==> config.mk <==
export PLATFORM = sky130hd
export DESIGN_NAME = shortest_path_planner
export DESIGN_NICKNAME = d
export VERILOG_FILES = /design/src/sv/spp_pkg.sv /design/src/sv/spp_ram.sv /design/src/sv/spp_ctrl.sv /design/src/sv/spp_dp.sv /design/src/sv/shortest_path_planner.sv
export SDC_FILE = /design/constraint.sdc
export NUM_CORES = 2
export LEC_CHECK = 0
export BUFFER_PORTS_ARGS = -buffer_cell sky130_fd_sc_hd__buf_2
export CAP_MARGIN = 20
export CORE_MARGIN = 5
export CORE_UTILIZATION = 37
export CTS_BUF_LIST = sky130_fd_sc_hd__clkbuf_16
export CTS_CLUSTER_DIAMETER = 30
export DETAILED_ROUTE_END_ITERATION = 7
export PLACE_DENSITY_LB_ADDON = 0.08
export SKIP_LAST_GASP = 1
export SYNTH_ARGS = -nofsm -noshare
export SYNTH_HDL_FRONTEND = slang
export SYNTH_MEMORY_MAX_BITS = 65536
export SYNTH_SLANG_ARGS = --single-unit
==> constraint.sdc <==
create_clock -name clk -period 57.3 [get_ports clk]
set_input_delay 5.73 -clock clk [delete_from_list [all_inputs] [get_ports clk]]
set_output_delay 5.73 -clock clk [all_outputs]
set_load 0.005 [all_outputs]
==> src/sv/spp_pkg.sv <==
package spp_pkg;

    // sizes and constants
    localparam int NODES_DEF   = 32;
    localparam int MAX_RESULTS = 32;
    localparam int FIELD_W     = 5;
    localparam int WEIGHT_W    = 4;
    localparam int DIST_W      = 8;

    localparam logic [DIST_W-1:0]   UNREACHABLE = 8'd255;
    localparam logic [WEIGHT_W-1:0] MAX_WEIGHT  = 4'd9;

    // request kinds
    localparam logic REQ_LOAD = 1'b0;
    localparam logic REQ_PLAN = 1'b1;

    typedef struct packed {
        logic               req_type;
        logic [FIELD_W-1:0] edge_from;
        logic [FIELD_W-1:0] edge_to;
        logic [WEIGHT_W-1:0] edge_weight;
        logic [FIELD_W-1:0] start_node;
        logic [FIELD_W-1:0] goal_node;
    } req_t;

    typedef struct packed {
        logic [FIELD_W-1:0] path_node;
        logic               last;
        logic               no_path;
    } res_t;

    // controller to datapath
    typedef struct packed {
        logic clear;
        logic load;
        logic plan;
        logic pass;
        logic relax;
        logic walk_start;
        logic emit_path;
        logic emit_fail;
    } cmd_t;

    // datapath to controller
    typedef struct packed {
        logic clear_done;
        logic bad_node;
        logic found;
        logic iter_done;
        logic pass_done;
        logic unreach;
        logic walk_last;
        logic out_free;
    } sts_t;

endpackage

==> src/sv/spp_ram.sv <==
module spp_ram #(
    parameter int WIDTH = 4,
    parameter int DEPTH = 1024
) (
    input  logic                     clk,
    input  logic                     we,
    input  logic [$clog2(DEPTH)-1:0] waddr,
    input  logic [WIDTH-1:0]         wdata,
    input  logic [$clog2(DEPTH)-1:0] raddr,
    output logic [WIDTH-1:0]         rdata
);

    logic [WIDTH-1:0] mem_reg [DEPTH];

    // one write port, one registered read port
    always_ff @(posedge clk)
    begin
        if (we)
        begin
            mem_reg[waddr] <= wdata;
        end
        rdata <= mem_reg[raddr];
    end

endmodule

==> src/sv/spp_ctrl.sv <==
module spp_ctrl (
    input  logic          clk,
    input  logic          rst_n,
    input  logic          req_valid,
    input  logic          req_type,
    output logic          req_ready,
    input  spp_pkg::sts_t sts,
    output spp_pkg::cmd_t cmd
);

    typedef enum logic [6:0] {
        S_CLEAR = 7'b0000001,
        S_IDLE  = 7'b0000010,
        S_PREP  = 7'b0000100,
        S_RELAX = 7'b0001000,
        S_CHECK = 7'b0010000,
        S_FAIL  = 7'b0100000,
        S_WALK  = 7'b1000000
    } state_t;

    state_t state_reg;
    state_t state_next;

    // next state and commands
    always_comb
    begin
        state_next = state_reg;
        cmd        = '0;
        req_ready  = 1'b0;
        case (state_reg)
            S_CLEAR:
            begin
                cmd.clear = 1'b1;
                if (sts.clear_done)
                begin
                    state_next = S_IDLE;
                end
            end
            S_IDLE:
            begin
                req_ready = 1'b1;
                if (req_valid)
                begin
                    if (req_type == spp_pkg::REQ_PLAN)
                    begin
                        cmd.plan   = 1'b1;
                        state_next = S_PREP;
                    end
                    else
                    begin
                        cmd.load = 1'b1;
                    end
                end
            end
            S_PREP:
            begin
                if (sts.bad_node)
                begin
                    state_next = S_FAIL;
                end
                else if (sts.found && !sts.iter_done)
                begin
                    cmd.pass   = 1'b1;
                    state_next = S_RELAX;
                end
                else
                begin
                    cmd.walk_start = 1'b1;
                    state_next     = S_CHECK;
                end
            end
            S_RELAX:
            begin
                cmd.relax = 1'b1;
                if (sts.pass_done)
                begin
                    state_next = S_PREP;
                end
            end
            S_CHECK:
            begin
                if (sts.unreach)
                begin
                    state_next = S_FAIL;
                end
                else
                begin
                    state_next = S_WALK;
                end
            end
            S_FAIL:
            begin
                if (sts.out_free)
                begin
                    cmd.emit_fail = 1'b1;
                    state_next    = S_IDLE;
                end
            end
            S_WALK:
            begin
                if (sts.out_free)
                begin
                    cmd.emit_path = 1'b1;
                    if (sts.walk_last)
                    begin
                        state_next = S_IDLE;
                    end
                end
            end
            default:
            begin
                state_next = S_CLEAR;
            end
        endcase
    end

    // state register
    always_ff @(posedge clk or negedge rst_n)
    begin
        if (!rst_n)
        begin
            state_reg <= S_CLEAR;
        end
        else
        begin
            state_reg <= state_next;
        end
    end

endmodule

==> src/sv/spp_dp.sv <==
module spp_dp #(
    parameter int NODES = spp_pkg::NODES_DEF
) (
    input  logic          clk,
    input  logic          rst_n,
    input  spp_pkg::req_t req,
    input  spp_pkg::cmd_t cmd,
    output spp_pkg::sts_t sts,
    output spp_pkg::res_t res,
    output logic          res_valid,
    input  logic          res_ready
);

    localparam int NW = $clog2(NODES);
    localparam int CW = $clog2(NODES + 1);
    localparam int AW = $clog2(NODES * NODES);
    localparam int KW = $clog2(spp_pkg::MAX_RESULTS + 1);
    localparam int DW = spp_pkg::DIST_W;
    localparam int WW = spp_pkg::WEIGHT_W;

    logic [AW-1:0]              clr_reg;
    logic [spp_pkg::FIELD_W-1:0] start_reg;
    logic [spp_pkg::FIELD_W-1:0] goal_reg;
    logic [NW-1:0]              u_reg;
    logic [DW-1:0]              du_reg;
    logic [DW-1:0]              minv_reg;
    logic [NW-1:0]              best_reg;
    logic                       found_reg;
    logic [CW-1:0]              acnt_reg;
    logic [NW-1:0]              idx_reg;
    logic                       rdv_reg;
    logic [CW-1:0]              iter_reg;
    logic [KW-1:0]              k_reg;
    logic [DW-1:0]              dist_reg [NODES];
    logic                       vis_reg  [NODES];
    logic [NW-1:0]              pred_reg [NODES];
    spp_pkg::res_t              out_reg;
    logic                       out_valid_reg;

    logic                       load_ok;
    logic [WW-1:0]              load_w;
    logic [AW-1:0]              load_addr;
    logic                       ram_we;
    logic [AW-1:0]              ram_waddr;
    logic [WW-1:0]              ram_wdata;
    logic [AW-1:0]              ram_raddr;
    logic [WW-1:0]              ram_rdata;
    logic                       issue;
    logic [NW-1:0]              goal_idx;
    logic [NW-1:0]              start_idx;
    logic [DW:0]                sum;
    logic                       upd;
    logic [DW-1:0]              newd;
    logic                       cand;
    logic                       out_free;

    assign goal_idx  = NW'(goal_reg);
    assign start_idx = NW'(start_reg);

    // edge write address and saturated weight
    assign load_ok   = (int'(req.edge_from) < NODES) && (int'(req.edge_to) < NODES);
    assign load_w    = (req.edge_weight > spp_pkg::MAX_WEIGHT) ? spp_pkg::MAX_WEIGHT
                                                               : req.edge_weight;
    assign load_addr = AW'(NW'(req.edge_from)) * AW'(NODES) + AW'(NW'(req.edge_to));

    // weight store port selection
    assign ram_we    = cmd.clear || (cmd.load && load_ok);
    assign ram_waddr = cmd.clear ? clr_reg : load_addr;
    assign ram_wdata = cmd.clear ? '0 : load_w;
    assign issue     = cmd.relax && (acnt_reg < CW'(NODES));
    assign ram_raddr = AW'(u_reg) * AW'(NODES) + AW'(acnt_reg[NW-1:0]);

    spp_ram #(
        .WIDTH(WW),
        .DEPTH(NODES * NODES)
    ) u_weights (
        .clk  (clk),
        .we   (ram_we),
        .waddr(ram_waddr),
        .wdata(ram_wdata),
        .raddr(ram_raddr),
        .rdata(ram_rdata)
    );

    // relaxation of one neighbor and running minimum for the next pass
    assign sum  = {1'b0, du_reg} + (DW + 1)'(ram_rdata);
    assign upd  = !vis_reg[idx_reg] && (ram_rdata != '0) && (sum < {1'b0, dist_reg[idx_reg]});
    assign newd = upd ? sum[DW-1:0] : dist_reg[idx_reg];
    assign cand = !vis_reg[idx_reg] && (newd < minv_reg);

    assign out_free = !out_valid_reg || res_ready;

    // status back to the controller
    always_comb
    begin
        sts.clear_done = (clr_reg == AW'(NODES * NODES - 1));
        sts.bad_node   = (int'(start_reg) >= NODES) || (int'(goal_reg) >= NODES);
        sts.found      = found_reg;
        sts.iter_done  = (iter_reg == CW'(NODES - 1));
        sts.pass_done  = rdv_reg && (idx_reg == NW'(NODES - 1));
        sts.unreach    = (dist_reg[idx_reg] == spp_pkg::UNREACHABLE);
        sts.walk_last  = (idx_reg == goal_idx)
                      || (k_reg == KW'(spp_pkg::MAX_RESULTS - 1))
                      || (int'(k_reg) == NODES - 1);
        sts.out_free   = out_free;
    end

    // control registers
    always_ff @(posedge clk or negedge rst_n)
    begin
        if (!rst_n)
        begin
            clr_reg       <= '0;
            found_reg     <= 1'b0;
            acnt_reg      <= '0;
            rdv_reg       <= 1'b0;
            iter_reg      <= '0;
            k_reg         <= '0;
            out_valid_reg <= 1'b0;
        end
        else
        begin
            if (cmd.clear)
            begin
                clr_reg <= clr_reg + AW'(1);
            end
            if (cmd.plan)
            begin
                found_reg <= 1'b1;
                iter_reg  <= '0;
            end
            if (cmd.pass)
            begin
                found_reg <= 1'b0;
                iter_reg  <= iter_reg + CW'(1);
                acnt_reg  <= '0;
            end
            else if (issue)
            begin
                acnt_reg <= acnt_reg + CW'(1);
            end
            if (rdv_reg && cand)
            begin
                found_reg <= 1'b1;
            end
            rdv_reg <= issue;
            if (cmd.walk_start)
            begin
                k_reg <= '0;
            end
            else if (cmd.emit_path)
            begin
                k_reg <= k_reg + KW'(1);
            end
            if (cmd.emit_path || cmd.emit_fail)
            begin
                out_valid_reg <= 1'b1;
            end
            else if (res_ready)
            begin
                out_valid_reg <= 1'b0;
            end
        end
    end

    // search arrays, node registers and result payload
    always_ff @(posedge clk)
    begin
        if (cmd.plan)
        begin
            start_reg <= req.start_node;
            goal_reg  <= req.goal_node;
            for (int i = 0; i < NODES; i++)
            begin
                dist_reg[i] <= (NW'(i) == NW'(req.goal_node)) ? '0 : spp_pkg::UNREACHABLE;
                vis_reg[i]  <= 1'b0;
            end
            best_reg <= NW'(req.goal_node);
            minv_reg <= '0;
        end
        if (cmd.pass)
        begin
            u_reg             <= best_reg;
            du_reg            <= minv_reg;
            vis_reg[best_reg] <= 1'b1;
            minv_reg          <= spp_pkg::UNREACHABLE;
        end
        if (rdv_reg)
        begin
            if (upd)
            begin
                dist_reg[idx_reg] <= sum[DW-1:0];
                pred_reg[idx_reg] <= u_reg;
            end
            if (cand)
            begin
                minv_reg <= newd;
                best_reg <= idx_reg;
            end
        end
        if (cmd.walk_start)
        begin
            idx_reg <= start_idx;
        end
        else if (cmd.relax)
        begin
            idx_reg <= acnt_reg[NW-1:0];
        end
        else if (cmd.emit_path)
        begin
            idx_reg <= pred_reg[idx_reg];
        end
        if (cmd.emit_fail)
        begin
            out_reg.path_node <= start_reg;
            out_reg.last      <= 1'b1;
            out_reg.no_path   <= 1'b1;
        end
        else if (cmd.emit_path)
        begin
            out_reg.path_node <= spp_pkg::FIELD_W'(idx_reg);
            out_reg.last      <= sts.walk_last;
            out_reg.no_path   <= 1'b0;
        end
    end

    assign res       = out_reg;
    assign res_valid = out_valid_reg;

    // a result is only written into a free output slot
    assert property (@(posedge clk) disable iff (!rst_n)
        (cmd.emit_path || cmd.emit_fail) |-> (!out_valid_reg || res_ready))
        else $error("result written over an unaccepted result");

    // the chosen node is marked done once its pass begins
    assert property (@(posedge clk) disable iff (!rst_n)
        cmd.pass |=> vis_reg[u_reg])
        else $error("selected node not marked visited");

    // a failure result always closes the plan
    assert property (@(posedge clk) disable iff (!rst_n)
        (out_valid_reg && out_reg.no_path) |-> out_reg.last)
        else $error("failure result without last");

endmodule

==> src/sv/shortest_path_planner.sv <==
// channel   dir  handshake            payload
// req       in   req_valid/req_ready  spp_pkg::req_t  (edge load or plan)
// res       out  res_valid/res_ready  spp_pkg::res_t  (one path node)
//
// after reset the weight store is swept to zero, one entry per cycle,
// all NODES*NODES entries (1024 at 32 nodes), with req_ready low
// an edge load is written to the weight store as it is accepted, and req_ready stays high
// a plan searches pass by pass, each pass reading one row of weights through the single
// read port of the weight store (one weight per cycle), then emits one result per path node
// results wait in an output register; res_ready low only holds the path walk and the failure result
module shortest_path_planner #(
    parameter int NODES = spp_pkg::NODES_DEF
) (
    input  logic          clk,
    input  logic          rst_n,
    input  logic          req_valid,
    output logic          req_ready,
    input  spp_pkg::req_t req,
    output logic          res_valid,
    input  logic          res_ready,
    output spp_pkg::res_t res
);

    spp_pkg::cmd_t cmd;
    spp_pkg::sts_t sts;

    // sequencing
    spp_ctrl u_ctrl (
        .clk      (clk),
        .rst_n    (rst_n),
        .req_valid(req_valid),
        .req_type (req.req_type),
        .req_ready(req_ready),
        .sts      (sts),
        .cmd      (cmd)
    );

    // weight store, search arrays and result register
    spp_dp #(
        .NODES(NODES)
    ) u_dp (
        .clk      (clk),
        .rst_n    (rst_n),
        .req      (req),
        .cmd      (cmd),
        .sts      (sts),
        .res      (res),
        .res_valid(res_valid),
        .res_ready(res_ready)
    );

endmodule

==> flow_summary.toml <==
[status]
status = "completed"

[setup_path]
path_buf_inv = 6
crit_path_frequent_cell = "buf_4"
path_class = "in2reg"
crit_chain = "buf_2 -> nor3b_2 -> buf_4 -> buf_4 -> buf_4 -> buf_4 -> buf_4"
r2r_cells = 20
cp_data_required_time_ns = 58.09
slowest_stage = "buf_4"
path_max_fanout = 87
crit_arrival_ns = 9.90
r2r_setup_slack_ns = 48.45
crit_family = "buffers and inverters"
slowest_delay_ns = 0.82
r2r_end = "u_dp.minv_reg[2]$_DFF_P_"
start_kind = "input pin"
endpoint_kind = "register"

[placed_design]
dpl.cell_count = 16280
dp_hpwl_um = 376200
gp_congestion = 0.8217
io_buffers = 37

[synthesis]
syn_area_um2 = 185400
syn_nets = 9977
synth_area_leaders = "edfxtp_1, mux4_2, mux2i_1, nor2_1, a21oi_1"
synth_cell_type_count = 90
ys_warn_count = 0
synthCells = 9925
synth_ff_type = "edfxtp_1"
avgSynthCellArea_um2 = 18.68
ys_top_cells_by_count = "edfxtp_1, nor2_1, mux4_2"
synth_top_area_share = 0.7362
ys_seq_elements = 4639
yosysMostFrequentCell = "edfxtp_1"
async_flop_share = 0.008191
synth_area_leader_cell = "edfxtp_1"
yosysSeqAreaShare = 0.7473
synth_edf_count = 4545

[drt]
ant_nets = 0
drt_wl_total_um = 635300
drtIter0Drc = 12570
post_drt_wl_per_cell_um = 34.76
dr.pass1.iters = 5
avgViaCountPerCell = 5.756
vias = 105200
route.detailed.drc = 0

[floorplan]
rows = 260
chipWidth_um = 717.9
die_area_um2 = 515300
pin_count = 38
initial_core_util = 0.3706
fp.coreArea_um2 = 500300
die_y_um = 717.9

[layout]
syn2layout_area_growth_pct = 25.41
final_layout_size_suffix_gt1_frac = 0.2865
final_cells = 18280
largest_register_ffs = 4096
nNetsFinal = 10810

[sta]
min_period_ns = 9.106
setup_tns_ns = 0
drv_slew = 0
max-slew-margin-rel = 0.1990
setup_viol = 0
max_slew.worst_pin.slew_ns = 1.194
final_hold_viol_count = 0
max_freq_mhz = 109.8
finClkSkew_ns = 0.05904
period_share = 0.1589
rsz0062_at_grt = "no"

[clock_network]
cts-root-buf = "clkbuf_16"
cts_htree_levels = 7
cts_hold_buf = 0
numCtsBuffers = 1143
cts_tree = "done"
clkLatencyLatePin_ns = 1.15
postCtsSetupRepairBufs = 0
cts_resized = 0
cts_sinks = 4639
path_clk_slew_ns = 0.05
ctsLongestPathBuffers = 5

[power]
leakagePower_nw = 74.50
powerDensity_nw_per_um2 = 42.95
peakVddDrop_mv = 0.03078

[grt]
grtUsageTotal = 0.2434
grt_max_degree = 193
grt_pass1_wl_um = 876800
globalRoute.totalOverflow = 0
grt_pass1_vias = 108000
grt_antenna_before_repair = 78

[min_path]
hold_path.class = "reg2reg"
min_to = "u_dp.du_reg[6]$_DFFE_PP_"
min_delay_path_depth = 0
hp-start = "u_dp.minv_reg[6]$_DFF_P_"

[run]
max-cap-violations = 0
worst reg2reg max path, cell delays in order, from the launching register on:
cell and delay, ns:
dfxtp_4 0.90, buf_4 0.74, buf_4 0.80, mux4_2 0.68, mux4_2 0.48, mux2i_1 0.38
ha_1 0.33, a21o_1 0.19, a21o_1 0.17, a21o_1 0.17, a211oi_1 0.52, o2111ai_4 0.34
a21oi_1 0.36, ha_1 0.31, nor2b_1 0.14, o21a_1 0.16, o21ai_0 0.17, a21oi_1 0.09
a2111oi_0 0.53, o41a_1 0.83, mux2_2 0.41
cells by family after synthesis:
| logic type | share of synthesized area |
|---|---|
| AOI/OAI and AO/OA | 0.04060 |
| DFF | 0.7473 |
| and+or+nand+nor | 0.04268 |
| muxes | 0.1497 |
| xor gates and xnor gates | 0.001370 |
| adders and majority gates | 0.001593 |
| buffers and inverters | 0.01671 |
stage by stage:
stage               instance area [um2]  hold WS, ns  power (mW)  worst slack (ns)    util
global route                     232500       0.4186       10.25             47.91  0.4647
global placement                 194600       0.4160       3.747             46.98  0.3889
detailed placement               194700       0.4186       3.747             46.98  0.3891
CTS                              232400       0.4095       10.06             48.18  0.4644
floorplan                        185400       0.4064       3.743             2.381       -
finish                           232500       0.4015       9.987             48.19  0.4647
cells in the final DEF, fill, tap and decap left out, types with 44 or more instances in the layout:
cell	n
a31oi_1	55
nand3_1	63
mux2i_1	463
a22o_1	60
clkinv_1	135
clkbuf_16	1170
nand2_1	286
bufinv_16	157
edfxtp_1	4545
clkinvlp_4	111
clkinv_2	165
clkinv_4	61
inv_1	154
a22oi_1	85
inv_6	52
nor2_1	1176
a21oi_1	358
buf_4	324
o21ai_0	151
a211oi_1	65
dfxtp_1	53
mux4_2	1011
o22ai_1	72
buf_2	44
nor3_1	51
o221ai_1	90
layout make-up:
| type | count | area, um2 |
|---|---|---|
| clock inverter | 802 | 8389 |
| sequential | 4639 | 138600 |
| antenna | 14 | 35.03 |
| clock buffer | 1170 | 29280 |
| timing repair buffer | 407 | 3251 |
| tap | 6681 | 8359 |
| fill | 42240 | 267800 |
| inverter | 43 | 176.4 |
| multi-input combinational | 4522 | 44440 |
worst max path at each step:
stage,startpoint,end,slack (ns),cells after the start
2_1_floorplan,req[13],u_dp.u_weights.mem_reg[0][1]$_DFFE_PP_,2.38,1
4_1_cts,req[13],u_dp.u_weights.mem_reg[328][2]$_DFFE_PP_,48.18,7
5_1_grt,register,u_dp.minv_reg[1]$_DFF_P_,47.91,20
6_report,req[13],u_dp.u_weights.mem_reg[57][1]$_DFFE_PP_,48.19,7
3_3_place_gp,req[13],u_dp.u_weights.mem_reg[920][2]$_DFFE_PP_,46.98,7
3_5_place_dp,req[13],u_dp.u_weights.mem_reg[918][2]$_DFFE_PP_,46.98,7
layer usage:
layer | routed length (um) | GRT usage
met1 | 268600 | 0.3384
met4 | 18520 | 0.08332
met5 | 27 | 0
met2 | 300600 | 0.3828
met3 | 47540 | 0.04973
power breakdown:
group	internal [mW]	leakage (nW)	total, mW	switching, mW
Combinational	0.00226	13.1	0.00862	0.00634
Sequential	3.68	42.7	3.68	0
Clock	4.37	18.7	6.30	1.93
Total	8.05	74.5	9.99	1.93
Note: power is estimated with default switching activity, not from simulation.
